<file path="src/grwi_pkg.sv">
// Shared constants, codes and controller/datapath interface types for the grid ray caster.
`default_nettype none
package grwi_pkg;

    // Map geometry and fixed-point formats.
    localparam int GRID_DIM      = 64;
    localparam int GRID_BITS     = 6;
    localparam int WALL_ID_BITS  = 8;
    localparam int POS_FRAC_BITS = 16;
    localparam int DIR_FRAC_BITS = 14;
    localparam int MAP_DEPTH     = GRID_DIM * GRID_DIM;

    localparam logic [23:0] DIST_MAX  = 24'hFF_FFFF;
    localparam logic [27:0] POS_MAX   = 28'h03F_FFFF;
    localparam logic [15:0] TEX_LIMIT =
        16'((9999 * (1 << POS_FRAC_BITS) + 9999) / 10000);
    // Direction magnitudes at or below this overflow the distance range.
    localparam logic [15:0] MAG_SAT   = 16'd64;
    localparam logic [4:0]  DIV_TOP   = 5'd30;

    // Wall sides inside one cell word.
    localparam logic [1:0] SIDE_LEFT   = 2'd0;
    localparam logic [1:0] SIDE_RIGHT  = 2'd1;
    localparam logic [1:0] SIDE_BOTTOM = 2'd2;
    localparam logic [1:0] SIDE_TOP    = 2'd3;

    // Face normal codes.
    localparam logic [1:0] NRM_POS_X = 2'd0;
    localparam logic [1:0] NRM_NEG_X = 2'd1;
    localparam logic [1:0] NRM_POS_Y = 2'd2;
    localparam logic [1:0] NRM_NEG_Y = 2'd3;

    // Configuration register indexes.
    localparam logic [1:0] CFG_GRID_WIDTH  = 2'd0;
    localparam logic [1:0] CFG_GRID_HEIGHT = 2'd1;

    // Commands from the controller to the datapath.
    typedef struct packed {
        logic wr_cell;
        logic load;
        logic div_step;
        logic div_y;
        logic mul_sx;
        logic mul_sy;
        logic st_sx;
        logic st_sy;
        logic rd_cur;
        logic test1;
        logic test2;
        logic advance;
        logic mul_hx;
        logic mul_hy;
        logic st_hx;
        logic st_hy;
        logic out_hit;
        logic out_miss;
    } t_cmd;

    // Status from the datapath to the controller.
    typedef struct packed {
        logic div_last;
        logic cur_out;
        logic next_out;
        logic hit_now;
    } t_sts;

endpackage
`default_nettype wire

</file>
<file path="src/grwi_ctrl.sv">
// Controller state machine that sequences a cast through setup, walk and report.
`default_nettype none
module grwi_ctrl
    import grwi_pkg::*;
(
    input  wire logic i_clk,
    input  wire logic i_rst_n,
    input  wire logic i_in_valid,
    input  wire logic i_func,
    input  wire logic i_out_stall,
    input  wire t_sts i_sts,
    output t_cmd      o_cmd,
    output logic      o_in_stall,
    output logic      o_out_valid
);

    typedef enum logic [3:0] {
        S_IDLE, S_DIVX, S_DIVY, S_MULX, S_MULY, S_SDY,
        S_BOUND, S_T1, S_T2, S_HX, S_HY, S_HYW, S_DONE, S_MISS
    } t_state;

    t_state r_state, n_state;
    logic   r_valid, n_valid;
    logic   out_free;

    assign out_free   = !r_valid || !i_out_stall;
    assign o_in_stall = (r_state != S_IDLE);
    assign o_out_valid = r_valid;

    // Next state and commands.
    always_comb begin
        n_state = r_state;
        o_cmd   = '0;
        case (r_state)
            S_IDLE: begin
                if (i_in_valid) begin
                    if (i_func) begin
                        o_cmd.load = 1'b1;
                        n_state    = S_DIVX;
                    end else begin
                        o_cmd.wr_cell = 1'b1;
                    end
                end
            end
            S_DIVX: begin
                o_cmd.div_step = 1'b1;
                if (i_sts.div_last) n_state = S_DIVY;
            end
            S_DIVY: begin
                o_cmd.div_step = 1'b1;
                o_cmd.div_y    = 1'b1;
                if (i_sts.div_last) n_state = S_MULX;
            end
            S_MULX: begin
                o_cmd.mul_sx = 1'b1;
                n_state      = S_MULY;
            end
            S_MULY: begin
                o_cmd.st_sx  = 1'b1;
                o_cmd.mul_sy = 1'b1;
                n_state      = S_SDY;
            end
            S_SDY: begin
                o_cmd.st_sy = 1'b1;
                n_state     = S_BOUND;
            end
            S_BOUND: begin
                if (i_sts.cur_out) begin
                    n_state = S_MISS;
                end else begin
                    o_cmd.rd_cur = 1'b1;
                    n_state      = S_T1;
                end
            end
            S_T1: begin
                o_cmd.test1 = 1'b1;
                if (i_sts.hit_now) n_state = S_HX;
                else if (i_sts.next_out) n_state = S_MISS;
                else n_state = S_T2;
            end
            S_T2: begin
                o_cmd.test2 = 1'b1;
                if (i_sts.hit_now) begin
                    n_state = S_HX;
                end else begin
                    o_cmd.advance = 1'b1;
                    n_state       = S_BOUND;
                end
            end
            S_HX: begin
                o_cmd.mul_hx = 1'b1;
                n_state      = S_HY;
            end
            S_HY: begin
                o_cmd.st_hx  = 1'b1;
                o_cmd.mul_hy = 1'b1;
                n_state      = S_HYW;
            end
            S_HYW: begin
                o_cmd.st_hy = 1'b1;
                n_state     = S_DONE;
            end
            S_DONE: begin
                if (out_free) begin
                    o_cmd.out_hit = 1'b1;
                    n_state       = S_IDLE;
                end
            end
            S_MISS: begin
                if (out_free) begin
                    o_cmd.out_miss = 1'b1;
                    n_state        = S_IDLE;
                end
            end
            default: n_state = S_IDLE;
        endcase
    end

    // Output beat valid: set on completion, cleared when taken.
    always_comb begin
        n_valid = r_valid;
        if (r_valid && !i_out_stall) n_valid = 1'b0;
        if (o_cmd.out_hit || o_cmd.out_miss) n_valid = 1'b1;
    end

    always_ff @(posedge i_clk) begin
        if (!i_rst_n) begin
            r_state <= S_IDLE;
            r_valid <= 1'b0;
        end else begin
            r_state <= n_state;
            r_valid <= n_valid;
        end
    end

    // A result is never written over a beat that is still held.
    a_no_overwrite: assert property (@(posedge i_clk) disable iff (!i_rst_n)
        (o_cmd.out_hit || o_cmd.out_miss) |-> !(r_valid && i_out_stall))
        else $error("result loaded over a stalled beat");

    // An accepted cast keeps the input side stalled on the next cycle.
    a_cast_busy: assert property (@(posedge i_clk) disable iff (!i_rst_n)
        (i_in_valid && !o_in_stall && i_func) |=> o_in_stall)
        else $error("cast accepted without going busy");

    // Output valid only rises after a completion command.
    a_valid_src: assert property (@(posedge i_clk) disable iff (!i_rst_n)
        $rose(r_valid) |-> $past(o_cmd.out_hit || o_cmd.out_miss))
        else $error("output valid rose without a result");

endmodule
`default_nettype wire

</file>
<file path="config.mk">
export PLATFORM = sky130hd
export DESIGN_NAME = grwi_ctrl
export DESIGN_NICKNAME = d
export VERILOG_FILES = /design/src/grwi_pkg.sv /design/src/grwi_ctrl.sv
export SDC_FILE = /design/constraint.sdc
export NUM_CORES = 1
export LEC_CHECK = 0
export BUFFER_PORTS_ARGS = -buffer_cell sky130_fd_sc_hd__buf_2
export CELL_PAD_IN_SITES_DETAIL_PLACEMENT = 1
export CELL_PAD_IN_SITES_GLOBAL_PLACEMENT = 1
export CORE_UTILIZATION = 26
export CTS_CLUSTER_DIAMETER = 150
export DETAILED_ROUTE_END_ITERATION = 16
export MAX_ROUTING_LAYER = met4
export PLACE_DENSITY = 0.82
export SYNTH_ARGS = -nofsm -noshare
export SYNTH_HDL_FRONTEND = slang
export SYNTH_SLANG_ARGS = --single-unit
</file>
<file path="constraint.sdc">
create_clock -name i_clk -period 1.6 [get_ports i_clk]
set_clock_uncertainty 0.15 [all_clocks]
set_input_delay 0 -clock i_clk [delete_from_list [all_inputs] [get_ports i_clk]]
set_output_delay 0 -clock i_clk [all_outputs]
set_load 0.05 [all_outputs]
</file>
==> impl_metrics.env, run 1 <==
export IMPL_outcome="finished clean"
export IMPL_cp_required_ns=1.45
export IMPL_wl_per_cell_um=12.9
export IMPL_max_cap_violations=0
export IMPL_yosys_most_used_dff="dfxtp_1"
export IMPL_synth_nets=78
export IMPL_fin_crit_ns=1.53
export IMPL_htreeDepth=1
export IMPL_power_leakage_nw=0.377
export IMPL_fmax_mhz=654
export IMPL_grt_start_max_net_pins=15
export IMPL_finalSetupViolations=0
export IMPL_viasPerCell=5.02
export IMPL_r2r_slack_ns=0.09
export IMPL_cp_arrival_ns=1.38
export IMPL_area_delta_synth_final_pct=79.3
export IMPL_yosysSeqAreaShare=0.210
export IMPL_die_area_mm2=0.00201
export IMPL_hold_end="r_state[2]$_SDFFE_PN0P_"
export IMPL_syn_area_per_cell_um2=6.91
export IMPL_synth_area_leaders="dfxtp_1 21%, nor3_1 7.3%, nor2_1 7.1%"
export IMPL_p_seq_frac=0.199
export IMPL_ant_nets=0
export IMPL_p_clk_frac=0.142
export IMPL_die_h_um=44.8
export IMPL_n_fill_cell=228
export IMPL_startpoint_type="flop"
export IMPL_wirelength_um=1660
export IMPL_hold_viol=0
export IMPL_path_max_fanout=8
export IMPL_rows=15
export IMPL_cts_root_buf="clkbuf_4"
export IMPL_comb_power_share=0.659
export IMPL_cts_buffer_depth=2
export IMPL_grt_total_usage=0.185
export IMPL_gr_total_overflow=0
export IMPL_path_cells="buf_4, nor4_4, buf_2"
export IMPL_sw_frac_of_total=0.481
export IMPL_final_nets=114
export IMPL_slew_viol_final=0
export IMPL_gp_congestion=0.821
export IMPL_synthTopCellsByCount="9 x nor2_1, 7 x nand2_1, 7 x nor3_1"
export IMPL_rsz0062_at_grt="false"
export IMPL_ys_warn_count=0
export IMPL_synth_top_area_frac=0.210
export IMPL_netlist_instances=69
export IMPL_netSwitchingPower_w=0.000477
export IMPL_async_flop_share=0
export IMPL_yosys_cell_types_count=29
export IMPL_clock_sinks=5
export IMPL_reg2reg_from="r_state[3]$_SDFFE_PN0P_"
export IMPL_io_buffers=28
export IMPL_ioPinCount=29
export IMPL_numCtsBuffers=3
export IMPL_num_vias=648
export IMPL_worst_pin_slew_ns=0.254
export IMPL_r2r_cells=5
export IMPL_irDropWorstVdd_uv=500
export IMPL_netlist_area_um2=477
export IMPL_yosysMostFrequentCell="nor2_1"
export IMPL_n_antenna_cell=0
export IMPL_drt_iter0_markers=7
export IMPL_p_total_w=0.000994
export IMPL_antenna_found_initial=0
export IMPL_layout_drive_gt1_share=0.558
export IMPL_start_util=0.276
export IMPL_fin_crit_sh=0.955
export IMPL_drtPass1Iterations=4
export IMPL_crit_type="reg2out"
export IMPL_p_int_w=0.000516
export IMPL_core_area_mm2=0.00173
export IMPL_tritoncts="yes"
export IMPL_r2r_end="r_state[0]$_SDFFE_PN0P_"
export IMPL_drc=0
export IMPL_dp_hpwl_um=1220
export IMPL_pre_cts_ws_ns=0.130
export IMPL_cpMaxStageDelayCell="dfxtp_4"
export IMPL_insertion_delay_ns=0.23
export IMPL_clk_pin_slew_worst_paths_ns=0.04
export IMPL_grt_pass1_wl_um=2640
export IMPL_fin_ws_ns=0.0714
export IMPL_power_density_mw_per_mm2=1160
export IMPL_slew_headroom=0.829
export IMPL_die_w_um=44.8
export IMPL_worstHoldPathCells=4
export IMPL_min_from="i_sts[0]"
export IMPL_critPathMaxStageDelay_ns=0.38
export IMPL_synth_seq_cells=5
export IMPL_cp_end_kind="output pin"
export IMPL_yosysTopAreaCell="dfxtp_1"
export IMPL_grt_pass1_vias=621
export IMPL_synth_enable_flop_cells=0
export IMPL_worstHoldPathType="in2reg"
[per-stage QoR]
stage          hold WS, ns  cell area [µm²]   util  std cells  setup TNS, ns
6_report            0.0198              855  0.495        129              0
5_1_grt             0.0501              855  0.495        129              0
3_3_place_gp         0.159              731  0.423        121              0
3_5_place_dp         0.165              731  0.423        121              0
4_1_cts             0.0134              798  0.462        127              0
2_1_floorplan      -0.0923              566      -         69         -0.391
[state kept, by name (all words and copies together) (netlist names)]
name and flops:
r_state 4, o_out_valid 1
[how the worst max path moves through the flow]
stage / end / cells after the start / slack, ns / start
4_1_cts: o_cmd[13] / 4 / 0.0004 / r_state[1]$_SDFFE_PN0P_
2_1_floorplan: r_state[1]$_SDFFE_PN0P_ / 4 / -0.16 / r_state[0]$_SDFFE_PN0P_
3_3_place_gp: r_state[0]$_SDFFE_PN0P_ / 4 / 0.17 / r_state[0]$_SDFFE_PN0P_
3_5_place_dp: r_state[0]$_SDFFE_PN0P_ / 4 / 0.13 / r_state[0]$_SDFFE_PN0P_
5_1_grt: o_cmd[11] / 4 / 0.005 / r_state[2]$_SDFFE_PN0P_
6_report: o_cmd[6] / 3 / 0.07 / r_state[1]$_SDFFE_PN0P_
[per-layer routing]
layer / share of wire / track usage / vias up / routed length, µm
met4: 0.0048 / 0.0970 / 0 / 8
met3: 0.025 / 0.0160 / 2 / 42
met2: 0.53 / 0.321 / 17 / 874
met5: 0 / - / - / 0
met1: 0.44 / 0.211 / 312 / 738
li1: - / - / 317 / -
[worst max-delay path, delay by kind of cell, from the launching register on]
| kind | cells | cell delay (ns) |
|---|---|---|
| DFF | 1 | 0.38 |
| buffers and inverters | 2 | 0.49 |
| and+or+nand+nor | 1 | 0.27 |
[repair_timing]
item / in CTS / in global routing
setup endpoints to repair: 7 / 9
hold buffers: 2 / 0
buffers inserted: 0 / 2
gates resized for setup: 7 / 11
pin swaps: 0 / 1
endpoints found under the hold margin: 5 / 0
gates cloned: 0 / 0
[power by group through the flow]
stage                     combinational [W]  clock [W]  sequential, W
after floorplan                    0.000445          0       0.000180
after global placement             0.000534          0       0.000210
after detailed placement           0.000541          0       0.000212
after CTS                          0.000565   0.000150       0.000213
after global routing               0.000695   0.000152       0.000199
final                              0.000655   0.000141       0.000198
[logic make-up (layout without fill, tap and decap cells)]
group                  count (synthesis)  after routing  synth area share
DFF                                    5              5             0.210
and+or+nand+nor                       37             37             0.404
buffers and inverters                  9             44             0.102
AOI/OAI and AO/OA                     17             17             0.262
muxes                                  1              1            0.0210
[placed cells by master, fill, tap and decap left out, types with 4 or more instances in the layout]
| cell type | n |
|---|---|
| nor2_1 | 7 |
| nor3_2 | 6 |
| nand2_1 | 7 |
| buf_6 | 4 |
| buf_2 | 20 |
| buf_4 | 7 |
| clkbuf_4 | 6 |
| dfxtp_4 | 4 |
[final cells by class]
cell class | count | area, µm² | share of cell area
Inverter | 3 | 11.3 | 0.0132
Tap cell | 25 | 31.3 | 0.0366
Clock buffer | 4 | 26.3 | 0.0307
Sequential cell | 5 | 115 | 0.135
Multi-Input combinational cell | 55 | 410 | 0.480
Timing Repair Buffer | 37 | 260 | 0.305
No activity file was read; power rests on OpenSTA's default activity.
==> run 2, diff against run 1 <==
==> constraint.sdc (replaced) <==
create_clock -name i_clk -period 1.6 [get_ports i_clk]
set_clock_uncertainty 0.15 [all_clocks]
set_input_delay 0.08 -clock i_clk [delete_from_list [all_inputs] [get_ports i_clk]]
set_output_delay 0.08 -clock i_clk [all_outputs]
set_load 0.05 [all_outputs]
==> run 2 against run 1 <==
  * First-iteration DRC count increased by 43%
  * Global-route usage grew 0.95 points
  * Via count increased by 4.6%
  * Core utilization grew 6.1 points
  * Total power is 7.2% higher
  * Count of clock-buffer cells in the layout unchanged
  * The run now ends with setup timing left
  * Hold slack better by 0.047 ns
  * Die area unchanged
  * Design area grew 12%
  * Critical endpoint is now o_cmd[16]
  * Critical path depth increased by 1
  * Non-clock buffer count grew 4
  * Register-to-register slack is essentially flat
==> impl_metrics.env, run 2 (synthesis gave the netlist of run 1 again) <==
export IMPL_grt_pass1_wl_um=2790
export IMPL_worst_pin_slew_ns=0.261
export IMPL_max_cap_violations=0
export IMPL_final_nets=118
export IMPL_num_vias=678
export IMPL_io_buffers=28
export IMPL_cpMaxStageDelayCell="dfxtp_4"
export IMPL_core_area_mm2=0.00173
export IMPL_stdcell_area_um2=960
export IMPL_insertion_delay_ns=0.23
export IMPL_drt_iter0_markers=10
export IMPL_path_cells="nor4_4, buf_4, and3_4, buf_8"
export IMPL_die_area_mm2=0.00201
export IMPL_fin_crit_ns=1.64
export IMPL_power_leakage_nw=0.413
export IMPL_layout_drive_gt1_share=0.639
export IMPL_reg2reg_from="r_state[3]$_SDFFE_PN0P_"
export IMPL_outcome="finished with violations"
export IMPL_start_util=0.276
export IMPL_gr_total_overflow=0
export IMPL_slew_viol_final=0
export IMPL_crit_family="simple AND/OR/NAND/NOR gates"
export IMPL_cts_buffer_depth=2
export IMPL_cp_end_kind="output pin"
export IMPL_clk_pin_slew_worst_paths_ns=0.04
export IMPL_fin_util=0.556
export IMPL_fin_ws_ns=-0.0432
export IMPL_fmax_mhz=609
export IMPL_clock_sinks=5
export IMPL_drtPass1Iterations=4
export IMPL_ioPinCount=29
export IMPL_postPlaceCellArea_um2=748
export IMPL_area_delta_synth_final_pct=101
export IMPL_drc=0
export IMPL_dp_hpwl_um=1320
export IMPL_rsz0062_at_grt="true"
export IMPL_n_antenna_cell=0
export IMPL_wl_per_cell_um=16.8
export IMPL_fin_crit_sh=1.03
export IMPL_ant_nets=0
export IMPL_cts_root_buf="clkbuf_4"
export IMPL_grt_start_max_net_pins=14
export IMPL_htreeDepth=1
export IMPL_layout_common_cells="15 x buf_2, 15 x buf_4, 6 x nor2_1"
export IMPL_viasPerCell=5.10
export IMPL_cp_required_ns=1.37
export IMPL_cp_arrival_ns=1.41
export IMPL_grt_pass1_vias=606
export IMPL_wirelength_um=2240
export IMPL_tritoncts="yes"
export IMPL_critPathMaxStageDelay_ns=0.37
export IMPL_violations="setup timing"
export IMPL_slew_headroom=0.825
export IMPL_irDropWorstVdd_uv=834
export IMPL_p_total_w=0.00106
export IMPL_startpoint_type="flop"
export IMPL_die_h_um=44.8
export IMPL_hold_viol=0
export IMPL_min_from="i_sts[3]"
export IMPL_die_w_um=44.8
export IMPL_gp_congestion=0.761
export IMPL_finalSetupViolations=5
export IMPL_largest_register_ffs=4
export IMPL_power_density_mw_per_mm2=1110
export IMPL_crit_start="r_state[2]$_SDFFE_PN0P_"
export IMPL_rows=15
export IMPL_path_max_fanout=6
export IMPL_worstHoldPathType="in2reg"
export IMPL_crit_type="reg2out"
export IMPL_grt_total_usage=0.194
export IMPL_fin_tns_setup_ns=-0.0855
export IMPL_numCtsBuffers=3
export IMPL_top_register="r_state"
export IMPL_worst_path_buf_inv=2
export IMPL_r2r_slack_ns=0.09
export IMPL_antenna_found_initial=0
-- run 2: power breakdown --
part           leakage [nW]  switching [W]  internal (W)
clock                0.0150      0.0000450     0.0000939
sequential           0.0433      0.0000427      0.000147
combinational         0.354       0.000445      0.000291
-- run 2: worst paths after layout --
check,end,depth (start not counted)
setup / recovery,o_cmd[16],4
hold / removal,r_state[1]$_SDFFE_PN0P_,3
setup reg to reg,r_state[2]$_SDFFE_PN0P_,5
hold reg to reg,r_state[0]$_SDFFE_PN0P_,3
-- run 2: layout make-up --
class / count / area, µm²
inverters: 3 / 11.3
flip-flops and latches: 5 / 113
well taps: 25 / 31.3
fillers: 207 / 767
multi-input cells: 55 / 467
repair buffers: 41 / 312
clock buffers: 4 / 26.3
-- run 2: through the flow --
stage	hold slack (ns)	setup slack, ns	instances
finish	0.0668	-0.0432	133
global route	0.0743	-0.0913	133
CTS	0.0622	0.00748	129
detailed placement	0.237	0.115	121
global placement	0.239	0.148	121
floorplan	0.0517	-0.201	69
-- run 2: routing by layer --
metal | vias to the layer above | global-route usage | part of all wire
met5 | - | - | 0
met3 | 4 | 0.0160 | 0.029
met4 | 0 | 0.0727 | 0.020
met2 | 24 | 0.329 | 0.53
met1 | 326 | 0.240 | 0.42
li1 | 324 | - | -
-- run 2: worst reg2reg max path, stage by stage, from the launching register on --
cell and delay [ns]:
dfxtp_4 0.38, buf_6 0.15, or3b_4 0.39, a21oi_2 0.12, nor2_1 0.05, a21boi_1 0.18
-- run 2: timing repair --
| action | CTS | global route |
|---|---|---|
| hold buffers | 1 | 0 |
| hold endpoints to repair | 2 | 0 |
| setup endpoints to repair | 12 | 12 |
| pin swaps | 0 | 4 |
| resized for setup | 12 | 28 |
| gates cloned | 0 | 0 |
| buffers inserted | 3 | 4 |
